## src/rtl/core/unix_time_to_calendar_core_macros.svh

```systemverilog
// assertion helpers used by unix_time_to_calendar_core
`ifndef UNIX_TIME_TO_CALENDAR_CORE_MACROS_SVH
`define UNIX_TIME_TO_CALENDAR_CORE_MACROS_SVH
`ifndef SYNTHESIS
// same-cycle implication
`define U2CAL_ASSERT(label, clk, rst_n, ante, cons) \
  label: assert property (@(posedge clk) disable iff (!rst_n) (ante) |-> (cons)) \
    else $error("u2cal assertion failed");
// implication after a fixed number of cycles
`define U2CAL_ASSERT_DLY(label, clk, rst_n, ante, dly, cons) \
  label: assert property (@(posedge clk) disable iff (!rst_n) (ante) |-> ## dly (cons)) \
    else $error("u2cal delayed assertion failed");
`else
`define U2CAL_ASSERT(label, clk, rst_n, ante, cons)
`define U2CAL_ASSERT_DLY(label, clk, rst_n, ante, dly, cons)
`endif
`endif

```

## src/rtl/core/u2cal_pkg.sv

```systemverilog
package u2cal_pkg;

  // 2000-01-01 00:00:00 in unix seconds
  localparam logic [31:0] EPOCH_2000 = 32'd946684800;

  localparam int unsigned SEC_PER_MIN   = 60;
  localparam int unsigned SEC_PER_HOUR  = 3600;
  localparam int unsigned SEC_PER_DAY   = 86400;
  localparam int unsigned DAYS_PER_YEAR = 365;
  localparam int unsigned DAYS_LEAP_YR  = DAYS_PER_YEAR + 1;
  localparam int unsigned DAYS_PER_QUAD = 4 * DAYS_PER_YEAR + 1;

  // first day of years one to three inside a four-year block
  localparam int unsigned YEAR1_START = DAYS_LEAP_YR;
  localparam int unsigned YEAR2_START = YEAR1_START + DAYS_PER_YEAR;
  localparam int unsigned YEAR3_START = YEAR2_START + DAYS_PER_YEAR;

  // reciprocals, floor: estimate is exact or one low
  localparam int unsigned DAY_SHIFT  = 48;
  localparam logic [31:0] DAY_RECIP  = 32'((64'd1 << DAY_SHIFT) / 64'(SEC_PER_DAY));
  localparam int unsigned HOUR_SHIFT = 29;
  localparam logic [17:0] HOUR_RECIP = 18'((64'd1 << HOUR_SHIFT) / 64'(SEC_PER_HOUR));
  localparam int unsigned QUAD_SHIFT = 27;
  localparam logic [16:0] QUAD_RECIP = 17'((64'd1 << QUAD_SHIFT) / 64'(DAYS_PER_QUAD));
  // ceiling reciprocal, exact for values below 4096
  localparam int unsigned MIN_SHIFT  = 18;
  localparam logic [12:0] MIN_RECIP  =
    13'(((64'd1 << MIN_SHIFT) + 64'(SEC_PER_MIN) - 64'd1) / 64'(SEC_PER_MIN));

  // accept edge to strobe cycle
  localparam int unsigned PIPE_LATENCY = 10;

  // day of year on which each month starts, common year
  localparam logic [8:0] MONTH_START [12] = '{
    9'd0, 9'd31, 9'd59, 9'd90, 9'd120, 9'd151,
    9'd181, 9'd212, 9'd243, 9'd273, 9'd304, 9'd334
  };

  typedef struct packed {
    logic        valid;
    logic [15:0] days;
    logic [16:0] sod;
  } day_word_t;

  typedef struct packed {
    logic       valid;
    logic [4:0] hour;
    logic [5:0] minute;
    logic [5:0] second;
  } tod_word_t;

  typedef struct packed {
    logic       valid;
    logic [7:0] year;
    logic [3:0] month;
    logic [4:0] day;
  } date_word_t;

  function automatic logic [8:0] month_first_day(input logic [3:0] idx, input logic leap);
    logic [8:0] base;
    base = MONTH_START[idx];
    return base + 9'(leap && (idx >= 4'd2));
  endfunction

endpackage

```

## src/rtl/core/u2cal_day_split.sv

```systemverilog
module u2cal_day_split (
  input  logic                 clk,
  input  logic                 rst_n,
  input  logic                 in_valid,
  input  logic [31:0]          in_seconds,
  output u2cal_pkg::day_word_t day_o
);
  import u2cal_pkg::*;

  logic [4:1]  v_r;
  logic [31:0] t1_r, t2_r;
  logic [15:0] q2_r, q3_r, days4_r;
  logic [17:0] r3_r;
  logic [16:0] sod4_r;

  logic [31:0] t1_nxt;
  logic [63:0] day_prod;
  logic [15:0] q2_nxt;
  logic [31:0] qm3, diff3;
  logic [17:0] r3_nxt;
  logic        r_ge;
  logic [15:0] days4_nxt;
  logic [16:0] sod4_nxt;

  // rebase to 2000
  assign t1_nxt = in_seconds - EPOCH_2000;

  // day estimate
  assign day_prod = 64'(t1_r) * 64'(DAY_RECIP);
  assign q2_nxt   = day_prod[DAY_SHIFT +: 16];

  // remainder against the estimate
  assign qm3    = 32'(q2_r) * 32'(SEC_PER_DAY);
  assign diff3  = t2_r - qm3;
  assign r3_nxt = diff3[17:0];

  // fix a one-low estimate
  assign r_ge      = r3_r >= 18'(SEC_PER_DAY);
  assign days4_nxt = q3_r + 16'(r_ge);
  assign sod4_nxt  = r_ge ? 17'(r3_r - 18'(SEC_PER_DAY)) : r3_r[16:0];

  always_ff @(posedge clk) begin
    if (!rst_n) begin
      v_r <= '0;
    end else begin
      v_r <= {v_r[3:1], in_valid};
    end
  end

  always_ff @(posedge clk) begin
    t1_r    <= t1_nxt;
    t2_r    <= t1_r;
    q2_r    <= q2_nxt;
    q3_r    <= q2_r;
    r3_r    <= r3_nxt;
    days4_r <= days4_nxt;
    sod4_r  <= sod4_nxt;
  end

  assign day_o.valid = v_r[4];
  assign day_o.days  = days4_r;
  assign day_o.sod   = sod4_r;

endmodule

```

## src/rtl/core/u2cal_tod_split.sv

```systemverilog
module u2cal_tod_split (
  input  logic                 clk,
  input  logic                 rst_n,
  input  u2cal_pkg::day_word_t day_i,
  output u2cal_pkg::tod_word_t tod_o
);
  import u2cal_pkg::*;

  logic [10:5] v_r;
  logic [16:0] sod5_r;
  logic [4:0]  hest5_r, hest6_r, hour7_r, hour8_r, hour9_r, hour10_r;
  logic [12:0] rh6_r;
  logic [11:0] rs7_r, rs8_r;
  logic [5:0]  min8_r, min9_r, min10_r;
  logic [5:0]  sec9_r, sec10_r;

  logic [34:0] hour_prod;
  logic [4:0]  hest5_nxt;
  logic [16:0] hm6, diff6;
  logic [12:0] rh6_nxt;
  logic        h_ge;
  logic [4:0]  hour7_nxt;
  logic [11:0] rs7_nxt;
  logic [24:0] min_prod;
  logic [5:0]  min8_nxt;
  logic [11:0] sm9, diff9;
  logic [5:0]  sec9_nxt;

  // hour estimate
  assign hour_prod = 35'(day_i.sod) * 35'(HOUR_RECIP);
  assign hest5_nxt = hour_prod[HOUR_SHIFT +: 5];

  assign hm6     = 17'(hest5_r) * 17'(SEC_PER_HOUR);
  assign diff6   = sod5_r - hm6;
  assign rh6_nxt = diff6[12:0];

  assign h_ge      = rh6_r >= 13'(SEC_PER_HOUR);
  assign hour7_nxt = hest6_r + 5'(h_ge);
  assign rs7_nxt   = h_ge ? 12'(rh6_r - 13'(SEC_PER_HOUR)) : rh6_r[11:0];

  // exact minute for seconds of hour
  assign min_prod = 25'(rs7_r) * 25'(MIN_RECIP);
  assign min8_nxt = min_prod[MIN_SHIFT +: 6];

  assign sm9      = 12'(min8_r) * 12'(SEC_PER_MIN);
  assign diff9    = rs8_r - sm9;
  assign sec9_nxt = diff9[5:0];

  always_ff @(posedge clk) begin
    if (!rst_n) begin
      v_r <= '0;
    end else begin
      v_r <= {v_r[9:5], day_i.valid};
    end
  end

  always_ff @(posedge clk) begin
    sod5_r   <= day_i.sod;
    hest5_r  <= hest5_nxt;
    hest6_r  <= hest5_r;
    rh6_r    <= rh6_nxt;
    hour7_r  <= hour7_nxt;
    rs7_r    <= rs7_nxt;
    hour8_r  <= hour7_r;
    rs8_r    <= rs7_r;
    min8_r   <= min8_nxt;
    hour9_r  <= hour8_r;
    min9_r   <= min8_r;
    sec9_r   <= sec9_nxt;
    // alignment stage with the date path
    hour10_r <= hour9_r;
    min10_r  <= min9_r;
    sec10_r  <= sec9_r;
  end

  assign tod_o.valid  = v_r[10];
  assign tod_o.hour   = hour10_r;
  assign tod_o.minute = min10_r;
  assign tod_o.second = sec10_r;

endmodule

```

## src/rtl/core/u2cal_date_split.sv

```systemverilog
module u2cal_date_split (
  input  logic                  clk,
  input  logic                  rst_n,
  input  u2cal_pkg::day_word_t  day_i,
  output u2cal_pkg::date_word_t date_o
);
  import u2cal_pkg::*;

  logic [10:5] v_r;
  logic [15:0] days5_r;
  logic [5:0]  q5_r, q6_r, quad7_r;
  logic [11:0] rem6_r;
  logic [10:0] rem7_r;
  logic        leap8_r, leap9_r;
  logic [8:0]  doy8_r, doy9_r;
  logic [7:0]  year8_r, year9_r, year10_r;
  logic [3:0]  mon9_r, month10_r;
  logic [4:0]  day10_r;

  logic [32:0] quad_prod;
  logic [5:0]  q5_nxt;
  logic [15:0] qm6, diff6;
  logic [11:0] rem6_nxt;
  logic        q_ge;
  logic [5:0]  quad7_nxt;
  logic [10:0] rem7_nxt;
  logic        leap8_nxt;
  logic [1:0]  yi8;
  logic [8:0]  doy8_nxt;
  logic [7:0]  year8_nxt;
  logic [3:0]  mon9_nxt;
  logic [8:0]  dm10;
  logic [4:0]  day10_nxt;

  // four-year block estimate
  assign quad_prod = 33'(day_i.days) * 33'(QUAD_RECIP);
  assign q5_nxt    = quad_prod[QUAD_SHIFT +: 6];

  assign qm6      = 16'(q5_r) * 16'(DAYS_PER_QUAD);
  assign diff6    = days5_r - qm6;
  assign rem6_nxt = diff6[11:0];

  assign q_ge      = rem6_r >= 12'(DAYS_PER_QUAD);
  assign quad7_nxt = q6_r + 6'(q_ge);
  assign rem7_nxt  = q_ge ? 11'(rem6_r - 12'(DAYS_PER_QUAD)) : rem6_r[10:0];

  // year inside the block, first one leap
  always_comb begin
    if (rem7_r < 11'(YEAR1_START)) begin
      leap8_nxt = 1'b1;
      yi8       = 2'd0;
      doy8_nxt  = rem7_r[8:0];
    end else if (rem7_r < 11'(YEAR2_START)) begin
      leap8_nxt = 1'b0;
      yi8       = 2'd1;
      doy8_nxt  = 9'(rem7_r - 11'(YEAR1_START));
    end else if (rem7_r < 11'(YEAR3_START)) begin
      leap8_nxt = 1'b0;
      yi8       = 2'd2;
      doy8_nxt  = 9'(rem7_r - 11'(YEAR2_START));
    end else begin
      leap8_nxt = 1'b0;
      yi8       = 2'd3;
      doy8_nxt  = 9'(rem7_r - 11'(YEAR3_START));
    end
  end

  assign year8_nxt = 8'({quad7_r, 2'b00}) + 8'(yi8);

  // month index: count of month starts already passed
  always_comb begin
    mon9_nxt = '0;
    for (int m = 1; m < 12; m++) begin
      mon9_nxt = mon9_nxt + 4'(doy8_r >= month_first_day(4'(m), leap8_r));
    end
  end

  assign dm10      = doy9_r - month_first_day(mon9_r, leap9_r);
  assign day10_nxt = 5'(dm10) + 5'd1;

  always_ff @(posedge clk) begin
    if (!rst_n) begin
      v_r <= '0;
    end else begin
      v_r <= {v_r[9:5], day_i.valid};
    end
  end

  always_ff @(posedge clk) begin
    days5_r   <= day_i.days;
    q5_r      <= q5_nxt;
    q6_r      <= q5_r;
    rem6_r    <= rem6_nxt;
    quad7_r   <= quad7_nxt;
    rem7_r    <= rem7_nxt;
    leap8_r   <= leap8_nxt;
    doy8_r    <= doy8_nxt;
    year8_r   <= year8_nxt;
    leap9_r   <= leap8_r;
    doy9_r    <= doy8_r;
    year9_r   <= year8_r;
    mon9_r    <= mon9_nxt;
    year10_r  <= year9_r;
    month10_r <= mon9_r + 4'd1;
    day10_r   <= day10_nxt;
  end

  assign date_o.valid = v_r[10];
  assign date_o.year  = year10_r;
  assign date_o.month = month10_r;
  assign date_o.day   = day10_r;

endmodule

```

## src/rtl/core/unix_time_to_calendar_core.sv

```systemverilog
// unix seconds to calendar date and time of day, years counted from 2000
//
// input: pulse start with in_unix_seconds; the word is taken at any rising
// edge with start high and busy low. busy never rises, so a new word may be
// sent on every clock.
// output: out_valid is high for exactly one cycle per input word and marks
// second, minute, hour, day, month and year offset on the out_ ports.
// the receiver cannot stall; results must be taken in the strobe cycle.
// throughput one word per clock, set by the ten-stage pipeline (rebase,
// day reciprocal, two remainder/correct stages, then parallel date and
// time-of-day lanes of six stages each).
// leap rule: every fourth year from 2000, no century exception.
// inputs before 2000 wrap modulo 2^32 into years 2106 to 2136.
// reset: synchronous, active low; flushes every word in flight, none of them
// gives a strobe. there is no other state.
`include "unix_time_to_calendar_core_macros.svh"

module unix_time_to_calendar_core (
  input  logic        clk,
  input  logic        rst_n,
  input  logic        start,
  output logic        busy,
  input  logic [31:0] in_unix_seconds,
  output logic        out_valid,
  output logic [5:0]  out_second_of_minute,
  output logic [5:0]  out_minute_of_hour,
  output logic [4:0]  out_hour_of_day,
  output logic [4:0]  out_day_of_month,
  output logic [3:0]  out_month_number,
  output logic [7:0]  out_year_offset
);
  import u2cal_pkg::*;

  day_word_t  day_w;
  tod_word_t  tod_w;
  date_word_t date_w;
  logic       in_accept;

  // fully pipelined, always ready
  assign busy      = 1'b0;
  assign in_accept = start && !busy;

  // stages 1-4: rebase and split into days and seconds of day
  u2cal_day_split u_day (
    .clk        (clk),
    .rst_n      (rst_n),
    .in_valid   (in_accept),
    .in_seconds (in_unix_seconds),
    .day_o      (day_w)
  );

  // stages 5-10: hour, minute, second
  u2cal_tod_split u_tod (
    .clk   (clk),
    .rst_n (rst_n),
    .day_i (day_w),
    .tod_o (tod_w)
  );

  // stages 5-10: year, month, day of month
  u2cal_date_split u_date (
    .clk    (clk),
    .rst_n  (rst_n),
    .day_i  (day_w),
    .date_o (date_w)
  );

  // both lanes carry the same valid pattern
  assign out_valid            = date_w.valid;
  assign out_second_of_minute = tod_w.second;
  assign out_minute_of_hour   = tod_w.minute;
  assign out_hour_of_day      = tod_w.hour;
  assign out_day_of_month     = date_w.day;
  assign out_month_number     = date_w.month;
  assign out_year_offset      = date_w.year;

  // lanes stay in step
  `U2CAL_ASSERT(a_lane_sync, clk, rst_n, 1'b1, tod_w.valid == date_w.valid)
  // every accepted word gives a strobe after the pipeline latency
  `U2CAL_ASSERT_DLY(a_word_out, clk, rst_n, in_accept, PIPE_LATENCY, out_valid)
  // no strobe without an accepted word
  `U2CAL_ASSERT(a_no_ghost, clk, rst_n, out_valid, $past(in_accept, PIPE_LATENCY))
  // fields in range
  `U2CAL_ASSERT(a_ranges, clk, rst_n, out_valid, (out_second_of_minute < 6'd60) && (out_minute_of_hour < 6'd60) && (out_hour_of_day < 5'd24) && (out_month_number >= 4'd1) && (out_month_number <= 4'd12) && (out_day_of_month >= 5'd1))

endmodule
```

## config.mk

```make
export PLATFORM = sky130hd
export DESIGN_NAME = unix_time_to_calendar_core
export DESIGN_NICKNAME = d
export VERILOG_FILES = /design/src/rtl/core/u2cal_pkg.sv /design/src/rtl/core/u2cal_day_split.sv /design/src/rtl/core/u2cal_tod_split.sv /design/src/rtl/core/u2cal_date_split.sv /design/src/rtl/core/unix_time_to_calendar_core.sv
export VERILOG_INCLUDE_DIRS = /design/src /design/src/rtl/core
export SDC_FILE = /design/constraint.sdc
export NUM_CORES = 2
export LEC_CHECK = 0
export BUFFER_PORTS_ARGS = -buffer_cell sky130_fd_sc_hd__buf_2
export CAP_MARGIN = 15
export CORE_MARGIN = 4
export CORE_UTILIZATION = 55
export CTS_CLUSTER_DIAMETER = 150
export DETAILED_ROUTE_END_ITERATION = 12
export GPL_TIMING_DRIVEN = 0
export MAX_ROUTING_LAYER = met4
export PLACE_DENSITY_LB_ADDON = 0.25
export SLEW_MARGIN = 20
export SYNTH_ARGS = -nofsm -noshare
export SYNTH_HDL_FRONTEND = slang
export SYNTH_SLANG_ARGS = --single-unit
```

## constraint.sdc

```tcl
create_clock -name clk -period 8.2 [get_ports clk]
set_input_delay 1.64 -clock clk [delete_from_list [all_inputs] [get_ports clk]]
set_output_delay 1.64 -clock clk [all_outputs]
set_load 0.02 [all_outputs]
```

== After elaboration in Yosys (flattened, before gate mapping) ==
Memory sizes are Yosys's and may differ from the RTL's.
Index checks and enable logic that the tools add are counted.

* Add/subtract/negate cells: 39
* Multipliers: 8
* Magnitude comparators: 19
* Muxes and demuxes: 12
* Bitwise gates (word level): 1
* Reduce and logical (&&, ||, !) cells: 1

{| class="wikitable"
|+ Operators with widths
! kind !! number
|-
| $ge A9 B9 Y1 || 7
|-
| $mul A32 B31 Y63 const B || 1
|-
| $add A4 B1 Y4 || 9
|-
| $add A8 B1 Y9 const A || 4
|-
| $mul A16 B17 Y33 const B || 1
|-
| $mul A17 B17 Y33 const B || 1
|-
| $sub A32 B30 Y32 const B || 1
|-
| $add A9 B1 Y9 const A || 3
|-
| $mux W9 || 3
|-
| $mul A12 B12 Y23 const B || 1
|-
| $ge A18 B17 Y1 const B || 1
|-
| $ge A9 B8 Y1 || 2
|-
| $sub A18 B18 Y18 || 1
|-
| $mux W17 || 1
|-
| $sub A17 B17 Y17 const B || 1
|-
| $add A16 B1 Y16 || 1
|-
| $add A7 B1 Y8 const A || 2
|-
| $mul A16 B10 Y11 const B || 1
|-
| $ge A13 B12 Y1 const B || 1
|-
| $sub A13 B13 Y13 || 1
|-
| $ge A12 B11 Y1 const B || 1
|-
| $mul A6 B11 Y12 const B || 1
|-
| $mux W12 || 1
|-
| $sub A12 B12 Y12 || 1
|-
| other kinds (29) || 33
|}

* Bits in registers: 353
* Bits in read-only memories: 144
* Input port bits: 35
* Output and inout bits: 36
* Logic and storage cells: 121
* Memories: 1

{| class="wikitable"
|+ Memories
! name !! words !! bits a word !! rd ports !! clocked after memory_dff !! write ports !! RTL line !! RTL
|-
| (no name shown) || 16 || 9 || 1 || 0 || 0 || u2cal_pkg.sv:61 || <nowiki>base = MONTH_START[idx];</nowiki>
|}

== Depth between registers and ports, before layout ==
* Depth in word-level cells: 12
* Depth in mapped cells: 24
* Depth with buffers taken out: 23

== Hierarchy ==
From an unflattened synthesis, not the netlist that was laid out.

* Cell total of the unflattened synthesis: 3,479
* Area total of the unflattened synthesis: 36,391.2 um2

{| class="wikitable"
|+ By module, submodules not included
! module !! times used !! cells each !! area each (um2) !! seq. area each (um2)
|-
| u2cal_day_split || 1 || 1,714 || 18,018.5 || 2,742.6
|-
| u2cal_date_split || 1 || 976 || 9,894.5 || 2,242.2
|-
| u2cal_tod_split || 1 || 787 || 8,466.9 || 2,202.1
|-
| unix_time_to_calendar_core || 1 || 2 || 11.3 || 0.0
|}

== Least setup slack after synthesis ==
Ideal clock, no wire load.

* Path kind: register to register
* Start: register u_day.t1_r[12]
* End: register u_day.q2_r[9]
* Setup time: 0.120 ns
* Data arrival time: 6.152 ns
* Data required time: 8.080 ns
* Slack: 1.928 ns
* Stages on the path, launching flop included: 24
* Buffers on the path: 0
* Period minus slack after synthesis: 6.272 ns
* Path through: dfxtp_1 > fa_1 > ha_1 > inv_1 > fa_1 > inv_1 > fa_1 > inv_1 > fa_1 > inv_1 > fa_1 > fa_1 > inv_1 > fa_1 > inv_1 > ha_1 > nand3_1 > nor4_1 > nand4_1 > nor3_1 > a21oi_1 > o21ai_0 > a41oi_1 > xnor2_1

* Longest elaborated chain between the ends: 1

{| class="wikitable"
|+ Ends and longest elaborated chain
! element !! RTL line !! RTL
|-
| start: declaration || u2cal_day_split.sv:11 || <nowiki>logic [31:0] t1_r, t2_r;</nowiki>
|-
| start signal: assignment || u2cal_day_split.sv:51 || <nowiki>t1_r <= t1_nxt;</nowiki>
|-
| $mul A32 B31 Y63 || u2cal_day_split.sv:29 || <nowiki>assign day_prod = 64'(t1_r) * 64'(DAY_RECIP);</nowiki>
|-
| named net u_day.day_prod[57] || u2cal_day_split.sv:17 || <nowiki>logic [63:0] day_prod;</nowiki>
|-
| end signal: assignment || u2cal_day_split.sv:53 || <nowiki>q2_r <= q2_nxt;</nowiki>
|-
| end: declaration || u2cal_day_split.sv:12 || <nowiki>logic [15:0] q2_r, q3_r, days4_r;</nowiki>
|}

The timed path passes the listed nets, and every way through them passes these cells.
A chain may end at the register's enable or synchronous reset.

== Final worst setup path ==
* Start: register u_day.t1_r[14]
* End: register u_day.q2_r[15]

Same word-level chain as after synthesis.

==> summary.txt <==
outcome - finished, final reports clean
Syn-to-layout area delta - 7.90%
worst path cell trace - fa_1 > ha_1 > ha_1 > inv_1 > fa_1 > fa_1 > inv_1 > fa_1 > fa_1 > inv_1 > fa_1 > inv_1 > ha_1 > nand3_1 > nor4_1 > o2111ai_1 > a31oi_1 > a21oi_1 > o2111ai_2 > nand2_1 > o311ai_1
Max FO, Critical Path - 11
TritonCTS clock tree - built
remaining global-route overflow - 0
Hold Vio Cnt, Final - 0
FILL cells - 5490
number of setup violations in the final report - 0
Post-synth EDFFs - 0
slowest CP cell - dfxtp_1
Die Ht - 263 um
headroom to the max-slew limit - 37.5%
dominant cell type by area after synthesis - ha_1
Post-synth ARST share - 0%
Final Wtd Congestion - 0.926
setup TNS after final layout - 0 ns
initial antenna violation count - 0
DR vias/cell - 5.15
Req. time, crit path - 8.64 ns
clock slew at reported path FFs - 0.06 ns
post-synth cell types - 74
FMAX - 131 MHz
reg-to-reg startpoint - u_day.t1_r[14]
GR Util All Layers - 21.8%
skew final - 0.0252 ns
layout cells sized above 1 - 4.71%
Clk Latency, worst-skew pair - 0.57 ns
reg-to-reg endpoint - u_day.q2_r[15]
reg2reg path depth - 21
post-CTS setup buffers - 0
FF-to-FF setup slack - 0.55 ns
drt initial violations - 845
Most Frequent Cell on Critical Path - fa_1
clock period minus worst slack - 7.65 ns
Post-Route WL - 70400 um
FF+latch count, synth - 353
Setup crit end kind - flop
dpl hpwl - 58700 um
Clock Root Buffer - clkbuf_16
CP endpoint - u_day.q2_r[15]
cells after synthesis - 3401
Synth warnings - 0
final net count - 4873
Wirelength per Cell - 16.0 um
Post-CTS Resized - 0
num rows - 93
Hold Buf Count CTS - 0
Initial Util - 55.7%
Setup crit start kind - flop
final antenna diode count - 0
htree depth - 2
CP Launch Point - u_day.t1_r[14]
First-pass DRT Iterations - 5
num ports - 71
Mean Syn Cell Area - 10.5 um^2
MaxCap Viol Count - 0
Tcrit/Tclk final - 93.3%
port buffer count - 69
CP top delay family - adder cells
Main synth FF type - dfxtp_1
sequential share of the synthesized area - 19.7%
FF/Latch Area - 0.00707 mm^2
largest net degree at the start of global routing - 16
Worst path max stage delay - 0.90 ns
Yosys top cell area share - 30.4%
WP data arrival - 8.09 ns
Longest Clk Path Bufs - 3
syn nets - 4761
Worst path depth - 21
Netlist Area Pre-Place - 0.0359 mm^2
number of global-route vias before repair - 23961
Worst Hold Class - reg -> reg
Die X-Extent - 263 um
Synth area leaders - ha_1, fa_1, dfxtp_1
TritonCTS Sinks - 353
core area - 0.0645 mm^2
Worst-Margin Slew - 0.936 ns
routed vias - 22664
CTS Buf Count - 41
max-slew violation count - 0
antenna viol nets, final - 0
RSZ-0062 raised after global routing - false
critical path class - reg -> reg
die area - 0.0694 mm^2
buffer and inverter count on the worst path - 4
multi-input combinational cell area - 0.0258 mm^2
first-pass GRT wire length - 119000 um
DR DRC count - 0
-- cell usage after synthesis, types with 4 or more instances --
master,instances
a21oi_2,4
nand3_1,45
and3_1,13
fa_1,452
clkbuf_1,14
nor4_1,9
xor2_1,57
dfxtp_1,353
a31o_2,4
nor3_1,38
a21o_1,38
a211oi_1,13
a41oi_1,8
and4_1,4
a211o_1,8
nand2_1,88
o211ai_1,12
nand2b_1,14
inv_1,785
nor2_1,86
nand4_1,22
a21boi_0,11
xnor2_1,115
o41ai_1,10
ha_1,873
or3_1,5
a31oi_1,11
a21oi_1,106
o21ai_0,81
o2111ai_1,5
nor2b_1,15
o21a_1,11
mux2i_1,4
and2_1,16
o21bai_1,10
-- sequential cells by signal, summed over array words and instances (netlist names), 8 cells and up --
signal,flops
u_day.t1_r,32
u_tod.rs7_r,12
u_day.q2_r,16
u_day.sod4_r,17
u_day.t2_r,18
u_day.r3_r,18
u_date.rem6_r,12
u_day.days4_r,16
u_date.year10_r,8
u_date.days5_r,12
u_date.doy8_r,9
u_date.rem7_r,11
u_date.year8_r,8
u_day.q3_r,16
u_tod.sod5_r,13
u_tod.rh6_r,13
u_date.year9_r,8
-- how the worst min path moves through the flow --
| stage | cells after the start | slack (ns) | from | endpoint |
|---|---|---|---|---|
| 5_1_grt | 0 | 0.32 | u_day.q2_r[14] | u_day.q3_r[14] |
| 2_1_floorplan | 0 | 0.31 | u_date.year9_r[0] | u_date.year10_r[0] |
| 6_report | 0 | 0.32 | u_day.q2_r[14] | u_day.q3_r[14] |
| 4_1_cts | 0 | 0.32 | u_day.q2_r[14] | u_day.q3_r[14] |
| 3_3_place_gp | 0 | 0.31 | u_date.year9_r[0] | u_date.year10_r[0] |
| 3_5_place_dp | 0 | 0.31 | u_date.year9_r[2] | u_date.year10_r[2] |
-- metrics by stage --
stage,cell area (um^2),util (%),std cells,hold slack (ns),worst slack (ns)
final,38700,60.1,4401,0.318,0.546
after global routing,38700,60.1,4401,0.325,0.223
after CTS,38700,60.1,4401,0.318,0.504
after detailed placement,37300,57.8,4325,0.312,0.556
after global placement,37300,57.8,4325,0.310,0.591
after floorplan,35900,-,3401,0.310,1.93
-- layout make-up --
class,instances,share of cell area (%)
timing repair buffer,69,0.892
buffer,16,0.168
clock buffer,47,2.79
multi-input combinational,2246,66.6
clock inverter,29,0.882
tap,855,2.76
sequential,353,18.3
inverter,786,7.62
-- cells by family (layout without fill, tap and decap cells) --
family                     count (synthesis)  in the layout  share of synthesized area [%]
and+or+nand+nor                          373            373                           5.11
other                                      1              1                         0.0105
adders and majority gates               1325           1325                           55.7
xor gates and xnor gates                 172            172                           4.20
AOI/OAI and AO/OA                        370            370                           6.77
DFF                                      353            353                           19.7
muxes                                      5              5                          0.143
buffers and inverters                    802            947                           8.40
-- worst register-to-register path, cell delays in order (launching register included) --
cell and delay [ns]:
dfxtp_1 0.90, fa_1 0.57, ha_1 0.29, ha_1 0.29, inv_1 0.07, fa_1 0.45, fa_1 0.55, inv_1 0.06
fa_1 0.50, fa_1 0.54, inv_1 0.05, fa_1 0.50, inv_1 0.04, ha_1 0.39, nand3_1 0.13, nor4_1 0.61
o2111ai_1 0.36, a31oi_1 0.25, a21oi_1 0.14, o2111ai_2 0.31, nand2_1 0.13, o311ai_1 0.36
-- layer usage --
layer,GRT usage (%),wire length [um],up-vias
met5,-,0,-
met4,7.28,2760,0
met3,2.36,2120,121
met2,38.2,35700,315
met1,26.3,29700,10925
li1,-,-,11303
-- cells in the final DEF, fill, tap and decap left out, types with 6 or more instances in the layout --
cell type / n
fa_1: 452
dfxtp_1: 353
nand4_1: 22
o211ai_1: 12
a21boi_0: 11
inv_1: 785
a21o_1: 38
xor2_1: 57
nand2_1: 88
clkbuf_1: 17
inv_6: 10
a31oi_1: 11
a211o_1: 8
nor2b_1: 15
clkbuf_16: 41
a41oi_1: 8
xnor2_1: 115
a211oi_1: 13
buf_2: 70
nor4_1: 9
nand2b_1: 14
o21bai_1: 10
a21oi_1: 106
ha_1: 873
o41ai_1: 10
nor3_1: 38
nor2_1: 86
o21ai_0: 81
clkinvlp_4: 6
and2_1: 16
nand3_1: 45
o21a_1: 11
and3_1: 13
Power is left out: the tool's default activity adds up to more than one toggle a clock period on the data nets, which glitch-free logic cannot reach.
